`src/sv/jsu_pkg.sv`:
```
// Shared types and codes for the JSON string unescape unit.
// Used by jsu_decode and json_string_unescape_unit; no dependencies.
package jsu_pkg;

	typedef enum logic [1:0] {
		MODE_IDLE = 2'd0,
		MODE_STR  = 2'd1,
		MODE_ESC  = 2'd2,
		MODE_HEX  = 2'd3
	} mode_t;

	localparam logic [2:0] ST_DATA    = 3'd0;
	localparam logic [2:0] ST_DONE    = 3'd1;
	localparam logic [2:0] ST_EARLY   = 3'd2;
	localparam logic [2:0] ST_BADESC  = 3'd3;
	localparam logic [2:0] ST_BADHEX  = 3'd4;
	localparam logic [2:0] ST_NOQUOTE = 3'd5;

	localparam int MAX_RES = 3;

	typedef struct packed {
		logic [7:0] out_byte;
		logic [2:0] status;
		logic       last;
	} res_t;

	typedef struct packed {
		mode_t               mode;
		logic [1:0]          hex_cnt;
		logic [15:0]         cp;
		logic [1:0]          n;
		res_t [MAX_RES-1:0]  res;
	} dec_t;

endpackage

```
`src/sv/json_string_unescape_unit.sv`:
```
// Top level of the JSON string unescape unit: input register, parser state, result queue.
// Depends on jsu_pkg and jsu_decode.
//
// Takes one text byte per cycle and decodes one quoted JSON string token. Each input
// word gives zero to three result words; they enter a queue of QDEPTH words (at least
// three) and leave in order, one per cycle while the receiver is ready. An input word
// is held in the input register and decoded there combinationally, and its result words
// are then registered in the queue, from whose head they leave. The input side keeps
// taking a word every cycle as long as the queue has room for what the registered word
// produces; only a \u escape above 0x7F gives more than one result word (two or three),
// and the queue absorbs them. Status codes: 0 data, 1 complete, 2 ended early, 3 bad
// escape, 4 bad hex, 5 no opening quote.
module json_string_unescape_unit #(
	parameter int QDEPTH = 4
) (
	input  logic       clk,
	input  logic       arst_n,
	input  logic       s_axis_tvalid,
	output logic       s_axis_tready,
	input  logic [7:0] s_axis_tdata,   // [7:0] in_byte
	input  logic [0:0] s_axis_tuser,   // [0] end_of_text
	output logic       m_axis_tvalid,
	input  logic       m_axis_tready,
	output logic [7:0] m_axis_tdata,   // [7:0] out_byte
	output logic [2:0] m_axis_tuser,   // [2:0] status
	output logic       m_axis_tlast
);

	localparam int CW = $clog2(QDEPTH + 1);

	logic           valid_s1;
	logic [7:0]     byte_s1;
	logic           eot_s1;
	jsu_pkg::mode_t mode_q;
	logic [1:0]     hex_cnt_q;
	logic [15:0]    cp_q;
	jsu_pkg::res_t  q_q [QDEPTH];
	logic [CW-1:0]  count_q;

	jsu_pkg::dec_t  dec;
	jsu_pkg::res_t  q_d [QDEPTH];
	logic [CW-1:0]  count_d;
	logic [CW-1:0]  cnt_after;
	logic           fire_s1;
	logic           pop;
	logic           take;

	jsu_decode u_dec (
		.in_byte (byte_s1),
		.eot     (eot_s1),
		.mode    (mode_q),
		.hex_cnt (hex_cnt_q),
		.cp      (cp_q),
		.dec     (dec)
	);

	assign fire_s1 = valid_s1 &&
		((CW + 1)'(count_q) + (CW + 1)'(dec.n) <= (CW + 1)'(QDEPTH));
	assign s_axis_tready = !valid_s1 || fire_s1;
	assign take = s_axis_tvalid && s_axis_tready;

	assign m_axis_tvalid = (count_q != '0);
	assign pop = m_axis_tvalid && m_axis_tready;
	assign m_axis_tdata = q_q[0].out_byte;
	assign m_axis_tuser = q_q[0].status;
	assign m_axis_tlast = q_q[0].last;

	always_ff @(posedge clk or negedge arst_n) begin
		if (!arst_n) begin
			valid_s1 <= 1'b0;
		end else if (s_axis_tready) begin
			valid_s1 <= s_axis_tvalid;
		end
	end

	always_ff @(posedge clk) begin
		if (take) begin
			byte_s1 <= s_axis_tdata;
			eot_s1 <= s_axis_tuser[0];
		end
	end

	always_ff @(posedge clk or negedge arst_n) begin
		if (!arst_n) begin
			mode_q <= jsu_pkg::MODE_IDLE;
			hex_cnt_q <= 2'd0;
			cp_q <= 16'd0;
		end else if (fire_s1) begin
			mode_q <= dec.mode;
			hex_cnt_q <= dec.hex_cnt;
			cp_q <= dec.cp;
		end
	end

	// shift out the head, then append new words behind the survivors
	always_comb begin
		int idx;
		cnt_after = count_q - CW'(pop);
		for (int i = 0; i < QDEPTH; i++) begin
			if (pop && i < QDEPTH - 1)
				q_d[i] = q_q[i + 1];
			else
				q_d[i] = q_q[i];
			idx = i - int'(cnt_after);
			if (fire_s1 && idx >= 0 && idx < int'(dec.n))
				q_d[i] = dec.res[idx[1:0]];
		end
		count_d = cnt_after + (fire_s1 ? CW'(dec.n) : '0);
	end

	always_ff @(posedge clk or negedge arst_n) begin
		if (!arst_n) begin
			count_q <= '0;
		end else begin
			count_q <= count_d;
		end
	end

	always_ff @(posedge clk) begin
		for (int i = 0; i < QDEPTH; i++)
			q_q[i] <= q_d[i];
	end

`ifndef NO_ASSERTIONS
	a_count_bound: assert property (@(posedge clk) disable iff (!arst_n)
		count_q <= CW'(QDEPTH))
		else $error("result queue overfilled");

	a_hex_idle: assert property (@(posedge clk) disable iff (!arst_n)
		mode_q != jsu_pkg::MODE_HEX |-> (hex_cnt_q == 2'd0 && cp_q == 16'd0))
		else $error("hex gather state left over outside escape");

	a_stall_holds: assert property (@(posedge clk) disable iff (!arst_n)
		valid_s1 && !fire_s1 |=> valid_s1 && $stable(byte_s1) && $stable(eot_s1))
		else $error("registered input word lost while stalled");
`endif

endmodule

```
`src/sv/jsu_decode.sv`:
```
// Decode step for one text byte: next parser state and up to three result words.
// Depends on jsu_pkg.
module jsu_decode (
	input  logic [7:0]     in_byte,
	input  logic           eot,
	input  jsu_pkg::mode_t mode,
	input  logic [1:0]     hex_cnt,
	input  logic [15:0]    cp,
	output jsu_pkg::dec_t  dec
);

	logic        is_ws;
	logic        hex_ok;
	logic [3:0]  digit;
	logic [15:0] cp_shift;
	logic        esc_ok;
	logic [7:0]  esc_byte;

	jsu_pkg::mode_t                        mode_d;
	logic [1:0]                            hex_cnt_d;
	logic [15:0]                           cp_d;
	logic [1:0]                            n_d;
	jsu_pkg::res_t [jsu_pkg::MAX_RES-1:0]  res_d;

	assign is_ws = (in_byte == 8'h20) || (in_byte >= 8'h09 && in_byte <= 8'h0D);
	assign cp_shift = {cp[11:0], digit};
	assign dec = '{mode: mode_d, hex_cnt: hex_cnt_d, cp: cp_d, n: n_d, res: res_d};

	always_comb begin
		hex_ok = 1'b1;
		digit = 4'd0;
		if (in_byte >= 8'h30 && in_byte <= 8'h39) begin
			digit = 4'(in_byte - 8'h30);
		end else if (in_byte >= 8'h61 && in_byte <= 8'h66) begin
			digit = 4'(in_byte - 8'h57);
		end else if (in_byte >= 8'h41 && in_byte <= 8'h46) begin
			digit = 4'(in_byte - 8'h37);
		end else begin
			hex_ok = 1'b0;
		end
	end

	always_comb begin
		esc_ok = 1'b1;
		esc_byte = in_byte;
		case (in_byte)
			8'h22, 8'h5C, 8'h2F: esc_byte = in_byte;
			8'h62: esc_byte = 8'h08;
			8'h66: esc_byte = 8'h0C;
			8'h6E: esc_byte = 8'h0A;
			8'h72: esc_byte = 8'h0D;
			8'h74: esc_byte = 8'h09;
			default: esc_ok = 1'b0;
		endcase
	end

	// next state
	always_comb begin
		mode_d = mode;
		hex_cnt_d = hex_cnt;
		cp_d = cp;
		if (eot) begin
			mode_d = jsu_pkg::MODE_IDLE;
			hex_cnt_d = 2'd0;
			cp_d = 16'd0;
		end else begin
			case (mode)
				jsu_pkg::MODE_IDLE: begin
					if (in_byte == 8'h22)
						mode_d = jsu_pkg::MODE_STR;
				end
				jsu_pkg::MODE_STR: begin
					if (in_byte == 8'h22)
						mode_d = jsu_pkg::MODE_IDLE;
					else if (in_byte == 8'h5C)
						mode_d = jsu_pkg::MODE_ESC;
				end
				jsu_pkg::MODE_ESC: begin
					if (in_byte == 8'h75) begin
						mode_d = jsu_pkg::MODE_HEX;
						hex_cnt_d = 2'd0;
						cp_d = 16'd0;
					end else if (esc_ok) begin
						mode_d = jsu_pkg::MODE_STR;
					end else begin
						mode_d = jsu_pkg::MODE_IDLE;
					end
				end
				jsu_pkg::MODE_HEX: begin
					if (!hex_ok) begin
						mode_d = jsu_pkg::MODE_IDLE;
						hex_cnt_d = 2'd0;
						cp_d = 16'd0;
					end else if (hex_cnt == 2'd3) begin
						mode_d = jsu_pkg::MODE_STR;
						hex_cnt_d = 2'd0;
						cp_d = 16'd0;
					end else begin
						hex_cnt_d = hex_cnt + 2'd1;
						cp_d = cp_shift;
					end
				end
				default: mode_d = jsu_pkg::MODE_IDLE;
			endcase
		end
	end

	// result words
	always_comb begin
		n_d = 2'd0;
		res_d = '0;
		if (eot) begin
			n_d = 2'd1;
			res_d[0].status = jsu_pkg::ST_EARLY;
		end else begin
			case (mode)
				jsu_pkg::MODE_IDLE: begin
					if (!is_ws && in_byte != 8'h22) begin
						n_d = 2'd1;
						res_d[0].status = jsu_pkg::ST_NOQUOTE;
					end
				end
				jsu_pkg::MODE_STR: begin
					if (in_byte == 8'h22) begin
						n_d = 2'd1;
						res_d[0].status = jsu_pkg::ST_DONE;
					end else if (in_byte != 8'h5C) begin
						n_d = 2'd1;
						res_d[0].out_byte = in_byte;
						res_d[0].status = jsu_pkg::ST_DATA;
					end
				end
				jsu_pkg::MODE_ESC: begin
					if (in_byte == 8'h75) begin
						n_d = 2'd0;
					end else if (esc_ok) begin
						n_d = 2'd1;
						res_d[0].out_byte = esc_byte;
						res_d[0].status = jsu_pkg::ST_DATA;
					end else begin
						n_d = 2'd1;
						res_d[0].status = jsu_pkg::ST_BADESC;
					end
				end
				jsu_pkg::MODE_HEX: begin
					if (!hex_ok) begin
						n_d = 2'd1;
						res_d[0].status = jsu_pkg::ST_BADHEX;
					end else if (hex_cnt == 2'd3) begin
						if (cp_shift <= 16'h007F) begin
							n_d = 2'd1;
							res_d[0].out_byte = cp_shift[7:0];
						end else if (cp_shift <= 16'h07FF) begin
							n_d = 2'd2;
							res_d[0].out_byte = 8'hC0 | {3'd0, cp_shift[10:6]};
							res_d[1].out_byte = 8'h80 | {2'd0, cp_shift[5:0]};
						end else begin
							n_d = 2'd3;
							res_d[0].out_byte = 8'hE0 | {4'd0, cp_shift[15:12]};
							res_d[1].out_byte = 8'h80 | {2'd0, cp_shift[11:6]};
							res_d[2].out_byte = 8'h80 | {2'd0, cp_shift[5:0]};
						end
					end
				end
				default: n_d = 2'd0;
			endcase
		end
		if (n_d == 2'd1)
			res_d[0].last = 1'b1;
		else if (n_d == 2'd2)
			res_d[1].last = 1'b1;
		else if (n_d == 2'd3)
			res_d[2].last = 1'b1;
	end

endmodule
```
`config.mk`:
```
export PLATFORM = sky130hd
export DESIGN_NAME = json_string_unescape_unit
export DESIGN_NICKNAME = d
export VERILOG_FILES = /design/src/sv/jsu_pkg.sv /design/src/sv/json_string_unescape_unit.sv /design/src/sv/jsu_decode.sv
export SDC_FILE = /design/constraint.sdc
export NUM_CORES = 1
export LEC_CHECK = 0
export ABC_AREA = 0
export BUFFER_PORTS_ARGS = -buffer_cell sky130_fd_sc_hd__buf_2
export CORE_MARGIN = 1.5
export CORE_UTILIZATION = 45
export DETAILED_ROUTE_END_ITERATION = 6
export GPL_ROUTABILITY_DRIVEN = 0
export GPL_TIMING_DRIVEN = 0
export PLACE_DENSITY_LB_ADDON = 0.3
export SLEW_MARGIN = 25
export SYNTH_ARGS = -nofsm -noshare
export SYNTH_HDL_FRONTEND = slang
export SYNTH_SLANG_ARGS = --single-unit
```
`constraint.sdc`:
```
create_clock -name clk -period 11.1 [get_ports clk]
set_input_delay 2.22 -clock clk [delete_from_list [all_inputs] [get_ports clk]]
set_output_delay 2.22 -clock clk [all_outputs]
set_load 0.03 [all_outputs]
```
======== Yosys cells after proc, flatten, opt, wreduce, memory -nomap -nowiden ========
Memory sizes are Yosys's and may differ from the RTL's.
Index checks and enable logic that the tools add are counted.
W data, S select, Z words.
word-level totals
  flip-flop bits (word level) ............. 29
  RAM bits ................................ 48
  output and inout port bits .............. 14
  logic and storage cells ................. 178
  memories kept ........................... 1
memory list
  memory  words  width  rd ports  clocked after memory_dff  write ports  line                             RTL
  q_q     4      12     4         0                         4            json_string_unescape_unit.sv:37  jsu_pkg::res_t q_q [QDEPTH];
operators by class
  add/subtract/negate cells ............... 11
  magnitude comparators ................... 23
  equality and inequality tests ........... 23
  muxes and demuxes ....................... 87
  reductions and logical operators ........ 26
operators with widths
  operator                count
  $mux W12                15
  $mux W8                 17
  $bmux W12 S2            4
  $eq A8 B7 Y1 const B    7
  $pmux W8 S5             1
  $mux W2                 18
  $eq A8 B6 Y1 const B    3
  $pmux W12 S2            1
  $pmux W8 S3             1
  $mux W11                2
  $ge A4 B1 Y1 const B    4
  $ge A8 B7 Y1 const B    2
  $le A16 B11 Y1 const B  1
  $le A16 B7 Y1 const B   1
  $le A8 B7 Y1 const B    2
  $logic_and A1 B1 Y1     16
  $lt A4 B3 Y1            4
  $pmux W2 S4             2
  $mux W1                 15
  $lt A2 B3 Y1 const B    4
  $mux W3                 4
  $mux W4                 3
  $mux W6                 2
  $pmux W3 S4             1
  other kinds (28)        40

======== Logic depth before layout (Yosys ltp) ========
Gate-level depths: netlist of run 1.
  depth in word-level cells ............... 19
  gate-level depth with buffers ........... 20
  gate-level depth less buffers ........... 17

======== By module ========
From an unflattened synthesis of run 1, not the netlist that was laid out.
unflattened totals
  cells, all modules ...................... 614
  area, all modules ....................... 5973.2 sq um
modules (own cells, without submodules)
  module                     instances  cells an instance  area an instance (sq um)  sequential area each (sq um)
  json_string_unescape_unit  1          361                4357.9                    2312.2
  jsu_decode                 1          253                1615.3                    0.0

======== Least setup slack after synthesis of run 1 ========
OpenSTA, ideal clock, no wires.
  kind .................................... register to output
  from .................................... reg byte_s1[0]
  to ...................................... out s_axis_tready
  arrival time ............................ 3487 ps
  required time ........................... 8880 ps
  path slack .............................. 5393 ps
  stages on the path, launching flop included .. 16
  cells stage by stage .................... edfxtp_1 > inv_1 > ha_1 > or3b_1 > and3_1 > buf_6 > o32ai_4 > nor2_4 > inv_2 > ha_1 > inv_1 > fa_1 > nand2b_4 > a221o_1 > a22oi_1 > or2_2
between the ends
  cells in the longest elaborated chain, start to end .. 16
  elaborated cells between the ends (all ways) .. 45
  classes of those cells .................. add/sub (4); order compare (11); eq/ne (5); mux (16); reduce/logical (9)
ends and longest elaborated chain
  item                                          line                             RTL
  from (decl)                                   json_string_unescape_unit.sv:32  logic [7:0] byte_s1;
  from (signal assigned)                        json_string_unescape_unit.sv:78  byte_s1 <= s_axis_tdata;
  $ge A8 B7 Y1 or $le A8 B7 Y1 (tied branches)  jsu_decode.sv:36                 end else if (in_byte >= 8'h41 && in_byte <= 8'h46) begin
  $logic_and A1 B1 Y1                           jsu_decode.sv:36
  $mux W4                                       jsu_decode.sv:36
  $mux W4                                       jsu_decode.sv:34                 end else if (in_byte >= 8'h61 && in_byte <= 8'h66) begin
  $mux W4                                       jsu_decode.sv:32                 if (in_byte >= 8'h30 && in_byte <= 8'h39) begin
  $le A16 B11 Y1                                jsu_decode.sv:153                end else if (cp_shift <= 16'h07FF) begin
  $mux W1                                       jsu_decode.sv:153
  $mux W2                                       jsu_decode.sv:150                if (cp_shift <= 16'h007F) begin
  $mux W2                                       jsu_decode.sv:149                end else if (hex_cnt == 2'd3) begin
  $mux W2                                       jsu_decode.sv:146                if (!hex_ok) begin
  $pmux W2 S4 *                                 jsu_decode.sv:116                case (mode)
  $mux W2 *                                     jsu_decode.sv:112                if (eot) begin
  $add A3 B2 Y4 *                               json_string_unescape_unit.sv:58  ((CW + 1)'(count_q) + (CW + 1)'(dec.n) <= (CW + 1)'(QDEPTH));
  $le A4 B3 Y1 *                                json_string_unescape_unit.sv:58
  $logic_and A1 B1 Y1 *                         json_string_unescape_unit.sv:57  assign fire_s1 = valid_s1 &&
  $logic_or A1 B1 Y1 *                          json_string_unescape_unit.sv:59  assign s_axis_tready = !valid_s1 || fire_s1;
  to (decl)                                     json_string_unescape_unit.sv:19  output logic s_axis_tready,
Mark *: on every way between the ends. The rest lies on a longest branch, timed or not.

======== Worst setup path after layout of run 1 ========
Same ends and word-level chain as after synthesis.

==> results.toml, run 1 <==
[run_status]
status = "completed"

[routing]
drt_iter0_markers = 431
antenna_left = 0
num_vias = 4301
wirelength_um = 12700
vias_per_cell = 6.31
drtPass1Iterations = 5
drc = 0
wl_per_cell_um = 18.7

[final_layout]
antenna_cells = 0
final_nets = 572
final_cell_mix = "nand2_1, edfxtp_1, nor2_1"
drive_gt1_frac = 0.146
fin_cells = 682
area_growth_pct = 10.2
final_common_cell = "nand2_1"

[global_route]
grt_overflow = 0
antenna_found_initial = 0
grt_pass1_vias = 4054
grtUsageTotal = 0.230
grt_max_degree = 21
grt_pass1_wl_um = 20500

[pwr]
power_density_nw_per_um2 = 271
ir_worst_vdd_v = 0.000118
leakage_nw = 2.04

[synthesis]
ys.flop_type = "edfxtp_1"
ys_seq_area_frac = 0.447
ys_ff_latch = 77
synth-edff-count = 57
synth.net_count = 534
yosysTopAreaCellShare = 0.346
synth_top_cell_by_area = "edfxtp_1"
syn-cell-area_um2 = 4950
ys_top_cells_by_area = "edfxtp_1, dfrtp_1, ha_1"
synth_warnings = 0
synth_cell_types = 81
ys_async_sr_fraction = 0.260
avgSynthCellArea_um2 = 9.90
syn_inst = 500

[clock_tree]
cts_hold_buf = 0
htree_levels = 3
cts_buffers = 9
clock-sinks = 77
cts_root_buffer = "clkbuf_8"
cts_buffer_depth = 2
path_clk_slew_ns = 0.08
cts.repair.resized = 0
cts_tree = "yes"
clk_latency_ns = 0.37
cts_setup_buffers = 0

[worst_hold_path]
min_from = "hex_cnt_q[1]"
min_path_cells = 1
hp-class = "flip-flop to flip-flop"
hold_end = "hex_cnt_q[1]"

[placed_design]
numPortBuffers = 26
dpl.hpwl_um = 9630
dp_cells = 667
place_ws_ns = 4.70

[critical_path]
r2r_cells = 19
setup.worst_path.start_class = "flip-flop"
r2r_slack_ns = 5.03
reg2reg_to = "q_q[1][8]"
r2r_start = "byte_s1[0]"
cp_slowest_stage_delay_ns = 0.53
worstPathRequired_ns = 8.88
cpMaxStageDelayCell = "fa_1"
critPathKind = "flip-flop to output pin"
crit_path_max_fanout = 8
cp-end-kind = "output pin"
path_cells = "inv_1, ha_1, or3b_1, and3_1, buf_6, o32ai_4, nor2_4, inv_2, ha_1, inv_1, fa_1, nand2b_4, a221o_1, a22oi_1, or2_2, buf_2"
worstPathArrival_ns = 4.46
cpLargestDelayFamily = "adder cells"
cp.buffers_inverters = 5

[timing]
timing.final.ws_setup_ns = 4.42
setup_violations = 0
fin_tns_setup_ns = 0
clock_skew_ns = 0.0118
finalHoldViolations = 0
final_max_slew_viol_count = 0
slew-limit-headroom = 0.326
tightest_slew_ns = 0.985
fmax_ghz = 0.150
min_period_over_period = 0.602
grt_setup_unrepaired = "false"
finalCriticalPeriod_ns = 6.68

[floorplan]
initial_core_util = 0.459
rows = 38
die_area_um2 = 11600
ios = 27
die_h_um = 108
die-width_um = 108
core_um2 = 10800

[flow_run]
maxCapViolations = 0
==> worst max path at each step <==
stage	startpoint	endpoint	slack (ns)	cells after the start
floorplan	byte_s1[0]	s_axis_tready	5.39	15
global placement	m_axis_tready	q_q[2][5]	4.74	15
detailed placement	m_axis_tready	q_q[2][5]	4.70	15
CTS	byte_s1[0]	s_axis_tready	4.44	16
global route	byte_s1[0]	s_axis_tready	4.17	16
finish	byte_s1[0]	s_axis_tready	4.42	16
==> cell families (layout without fill, tap and decap cells) <==
kind of cell	count (synthesis)	count (layout)	synth area share
AND/OR/NAND/NOR	177	177	0.186
adder cells (fa/ha/maj)	21	21	0.0561
flip-flops	77	77	0.447
AO/OA/AOI/OAI	164	164	0.240
buffers and inverters	47	89	0.0419
XOR/XNOR	3	3	0.00531
multiplexers	11	11	0.0237
==> Yosys cell counts, types with 3 or more instances <==
| cell | instances |
|---|---|
| o21ai_1 | 3 |
| o21ai_0 | 28 |
| buf_6 | 3 |
| a22oi_1 | 4 |
| nor4_1 | 3 |
| buf_2 | 6 |
| o21a_1 | 5 |
| a211oi_1 | 4 |
| nor2b_1 | 5 |
| nand2b_1 | 4 |
| or4_1 | 5 |
| or2_2 | 4 |
| nor3b_1 | 3 |
| a31oi_1 | 10 |
| o211ai_1 | 3 |
| o221ai_1 | 4 |
| nand3_1 | 9 |
| a22o_1 | 11 |
| ha_1 | 19 |
| mux2_2 | 5 |
| o31ai_1 | 22 |
| nand4b_1 | 4 |
| inv_1 | 16 |
| a221oi_1 | 3 |
| nand3b_1 | 4 |
| a221o_1 | 3 |
| clkbuf_1 | 19 |
| o22ai_1 | 3 |
| mux2i_1 | 5 |
| dfrtp_1 | 20 |
| nand2_1 | 61 |
| nor3_1 | 17 |
| edfxtp_1 | 57 |
| o2111ai_1 | 3 |
| nor2_1 | 37 |
| a21oi_1 | 26 |
==> state kept, by name (all words and copies together), names as in the netlist <==
| register | flops |
|---|---|
| cp_q | 12 |
| mode_q | 2 |
| byte_s1 | 8 |
| q_q | 48 |
| valid_s1 | 1 |
| hex_cnt_q | 2 |
| eot_s1 | 1 |
| count_q | 3 |
==> routing by layer <==
metal	vias up	part of all wire	track usage
li1	2008	-	-
met1	2042	0.41	0.291
met2	218	0.48	0.385
met3	33	0.073	0.0472
met4	0	0.032	0.0968
met5	-	0	0
==> worst register-to-register path, cell delays in order, from the launching register on <==
cell and delay [ns]:
edfxtp_1 0.52, inv_1 0.21, ha_1 0.29, or3b_1 0.39, and3_1 0.20, buf_6 0.14, o32ai_4 0.32, nor2_4 0.12
inv_2 0.17, ha_1 0.22, inv_1 0.06, fa_1 0.53, nand2b_4 0.07, a221o_1 0.33, a221o_1 0.46, or2_1 0.24
clkbuf_1 0.18, a2111o_1 0.52, clkbuf_1 0.27, nand2_1 0.46
==> stage by stage <==
step / total power [mW] / utilization / cell area [µm²] / hold WS (ns)
5_1_grt: 1.58 / 0.506 / 5460 / 0.541
4_1_cts: 1.47 / 0.506 / 5460 / 0.525
6_report: 1.48 / 0.506 / 5460 / 0.526
3_3_place_gp: 1.23 / 0.487 / 5260 / 0.495
3_5_place_dp: 1.26 / 0.488 / 5270 / 0.502
2_1_floorplan: 1.05 / - / 4950 / 0.464
==> area by class of cell <==
type,count,area [µm²]
Fill cell,976,5340
Buffer,29,140
Sequential cell,77,2210
Clock buffer,9,124
Timing Repair Buffer,27,138
Tap cell,140,175
Inverter,18,67.6
Multi-Input combinational cell,376,2540
Clock inverter,6,63.8
==> power breakdown <==
part	total [mW]	internal, mW	leakage [nW]	switching, mW
logic	0.781	0.244	1.13	0.537
clock network	0.211	0.103	0.0915	0.109
registers	0.489	0.453	0.818	0.0354
total	1.48	0.800	2.04	0.681
Note: power is estimated with default switching activity, not from simulation.
==> run 2, diff against run 1 <==
ABC_AREA = 1   (was 0)
clock period = 6.2 ns   (was 11.1 ns; I/O delays follow)
==> run 2 against run 1 <==
Core utilization up 0.43 points. Die area grew 0.27%. Non-clock buffer count is 13 lower. Critical path depth fell by 1. Synthesized cell count up 27%. First-iteration DRC count fell by 33%. Combinational power rose by 95%. Clock power increased by 110%. Sequential cell count is the same.
==> results.toml, run 2 <==
[run_status]
status = "completed"

[floorplan]
die-width_um = 108
core_um2 = 10800
ios = 27
die_area_um2 = 11700
rows = 38
initial_core_util = 0.460
die_h_um = 108

[final_layout]
area_growth_pct = 10.8
stdcell_area_um2 = 5500
final_common_cell = "nand2_1"
drive_gt1_frac = 0.129
final_cell_mix = "nand2_1, nand3_1, inv_1"
fin_cells = 816
final_nets = 705
top_regs = "q_q (48), cp_q (12), byte_s1 (8)"
antenna_cells = 0
largest_reg_flops = 48
fill_cells = 989
regMostFlops = "q_q"

[pwr]
ir_worst_vdd_v = 0.000260
pwr-share-clk = 0.152
swShare = 0.476
leakage_nw = 2.59
p_int_mw = 1.50
pwr-share-comb = 0.531
p_seq_frac = 0.317
p_total_mw = 2.87
p_sw_mw = 1.36
power_density_nw_per_um2 = 521

[routing]
drc = 0
drt_iter0_markers = 288
wl_per_cell_um = 15.2
vias_per_cell = 5.40
drtPass1Iterations = 5
wirelength_um = 12400
num_vias = 4403
antenna_left = 0

[synthesis]
ys_ff_latch = 77
ys_top_cells_by_area = "edfxtp_1, nand2_1, dfrtp_1"
synth_warnings = 0
synth-edff-count = 57
synth_top_cell_by_area = "edfxtp_1"
synth.net_count = 667
avgSynthCellArea_um2 = 7.85
ys.flop_type = "edfxtp_1"
syn_inst = 633
yosysTopAreaCellShare = 0.345
synth_most_common_cell = "nand2_1"
syn-cell-area_um2 = 4970
ys_async_sr_fraction = 0.260
ys_seq_area_frac = 0.445
synth_cell_types = 39
synthTopCellsByCount = "nand2_1, nand3_1, inv_1, edfxtp_1, nor2_1"

[placed_design]
dpl.hpwl_um = 9510
dp_cells = 800
placed_area_um2 = 5280
numPortBuffers = 26

[global_route]
antenna_found_initial = 0
grt_max_degree = 21
grtUsageTotal = 0.228
grt_pass1_vias = 4308
grt_pass1_wl_um = 20700
grt_overflow = 0

[critical_path]
cp-end-kind = "flip-flop"
setup.worst_path.start_class = "input pin"
worstPathRequired_ns = 6.21
reg2reg_to = "q_q[0][5]"
r2r_cells = 16
crit_path_max_fanout = 14
critPathKind = "input pin to flip-flop"
worstPathArrival_ns = 4.97
r2r_start = "count_q[1]"
r2r_slack_ns = 1.57

[clock_tree]
cts.repair.resized = 0
cts_buffers = 9
cts_setup_buffers = 0
htree_levels = 3
cts_tree = "yes"
path_clk_slew_ns = 0.09
cts_buffer_depth = 2
clock-sinks = 77
cts_hold_buf = 0
clk_latency_ns = 0.37
cts_root_buffer = "clkbuf_8"

[timing]
final_max_slew_viol_count = 0
grt_setup_unrepaired = "false"
clock_skew_ns = 0.0143
whs_ns = 0.495
finalHoldViolations = 0
finalCriticalPeriod_ns = 4.96
setup_violations = 0
min_period_over_period = 0.801
slew-limit-headroom = 0.498
tightest_slew_ns = 0.746
fmax_ghz = 0.201
fin_tns_setup_ns = 0

[worst_hold_path]
hp-class = "flip-flop to flip-flop"
min_from = "hex_cnt_q[1]"
min_path_cells = 2
hold_end = "hex_cnt_q[1]"

[flow_run]
maxCapViolations = 0
==> run 2: cell families after synthesis <==
logic type | synth area share
flip-flops | 0.445
AND/OR/NAND/NOR | 0.335
AO/OA/AOI/OAI | 0.0821
buffers and inverters | 0.0743
XOR/XNOR | 0.00706
adder cells (fa/ha/maj) | 0.0559
==> run 2: worst max-delay path: stages <==
cell      delay (ns)
buf_2           0.09
nand2_1         0.13
inv_1           0.06
ha_1            0.18
ha_1            0.38
inv_2           0.17
ha_1            0.35
clkbuf_1        0.30
clkinv_1        0.32
clkbuf_1        0.31
ha_1            0.25
nor4_1          0.37
nand2_2         0.20
buf_4           0.22
nand2_1         0.39
==> run 2: cell type report <==
type / instances / area, µm² / area share
Clock inverter: 6 / 93.8 / 0.0170
Tap cell: 140 / 175 / 0.0318
Buffer: 16 / 91.3 / 0.0166
Sequential cell: 77 / 2210 / 0.402
Timing Repair Buffer: 27 / 135 / 0.0246
Inverter: 74 / 278 / 0.0505
Clock buffer: 10 / 128 / 0.0232
Multi-Input combinational cell: 466 / 2390 / 0.434
==> run 2: worst max-delay path by stage <==
stage / startpoint / to / cells past startpoint / slack (ns)
4_1_cts: m_axis_tready / q_q[0][10] / 15 / 1.29
5_1_grt: m_axis_tready / q_q[0][7] / 15 / 0.96
3_5_place_dp: m_axis_tready / q_q[0][9] / 15 / 0.92
3_3_place_gp: byte_s1[0] / q_q[3][5] / 16 / 0.96
2_1_floorplan: m_axis_tready / q_q[0][0] / 14 / 1.76
6_report: m_axis_tready / q_q[0][5] / 15 / 1.24
==> run 2: layer usage <==
layer  global-route usage  wire, µm  vias to the layer above
met5                    0         0                        -
met2                0.396      6090                      190
li1                     -         -                     2174
met1                0.285      5300                     2017
met4               0.0940       260                        0
met3               0.0313       719                       22
==> run 2: power groups by stage <==
stage                     logic (mW)  registers [mW]  clock network [mW]
final                           1.52           0.908               0.436
after global routing            1.71           0.929               0.458
after CTS                       1.50           0.906               0.440
after detailed placement        1.49           0.917                   0
after global placement          1.43           0.913                   0
after floorplan                 1.06           0.963                   0
==> run 2: per-stage QoR <==
| step | worst slack (ns) | util |
|---|---|---|
| after floorplan | 1.76 | - |
| after global placement | 0.964 | 0.488 |
| after detailed placement | 0.915 | 0.489 |
| after CTS | 1.29 | 0.510 |
| after global routing | 0.955 | 0.510 |
| final | 1.24 | 0.510 |
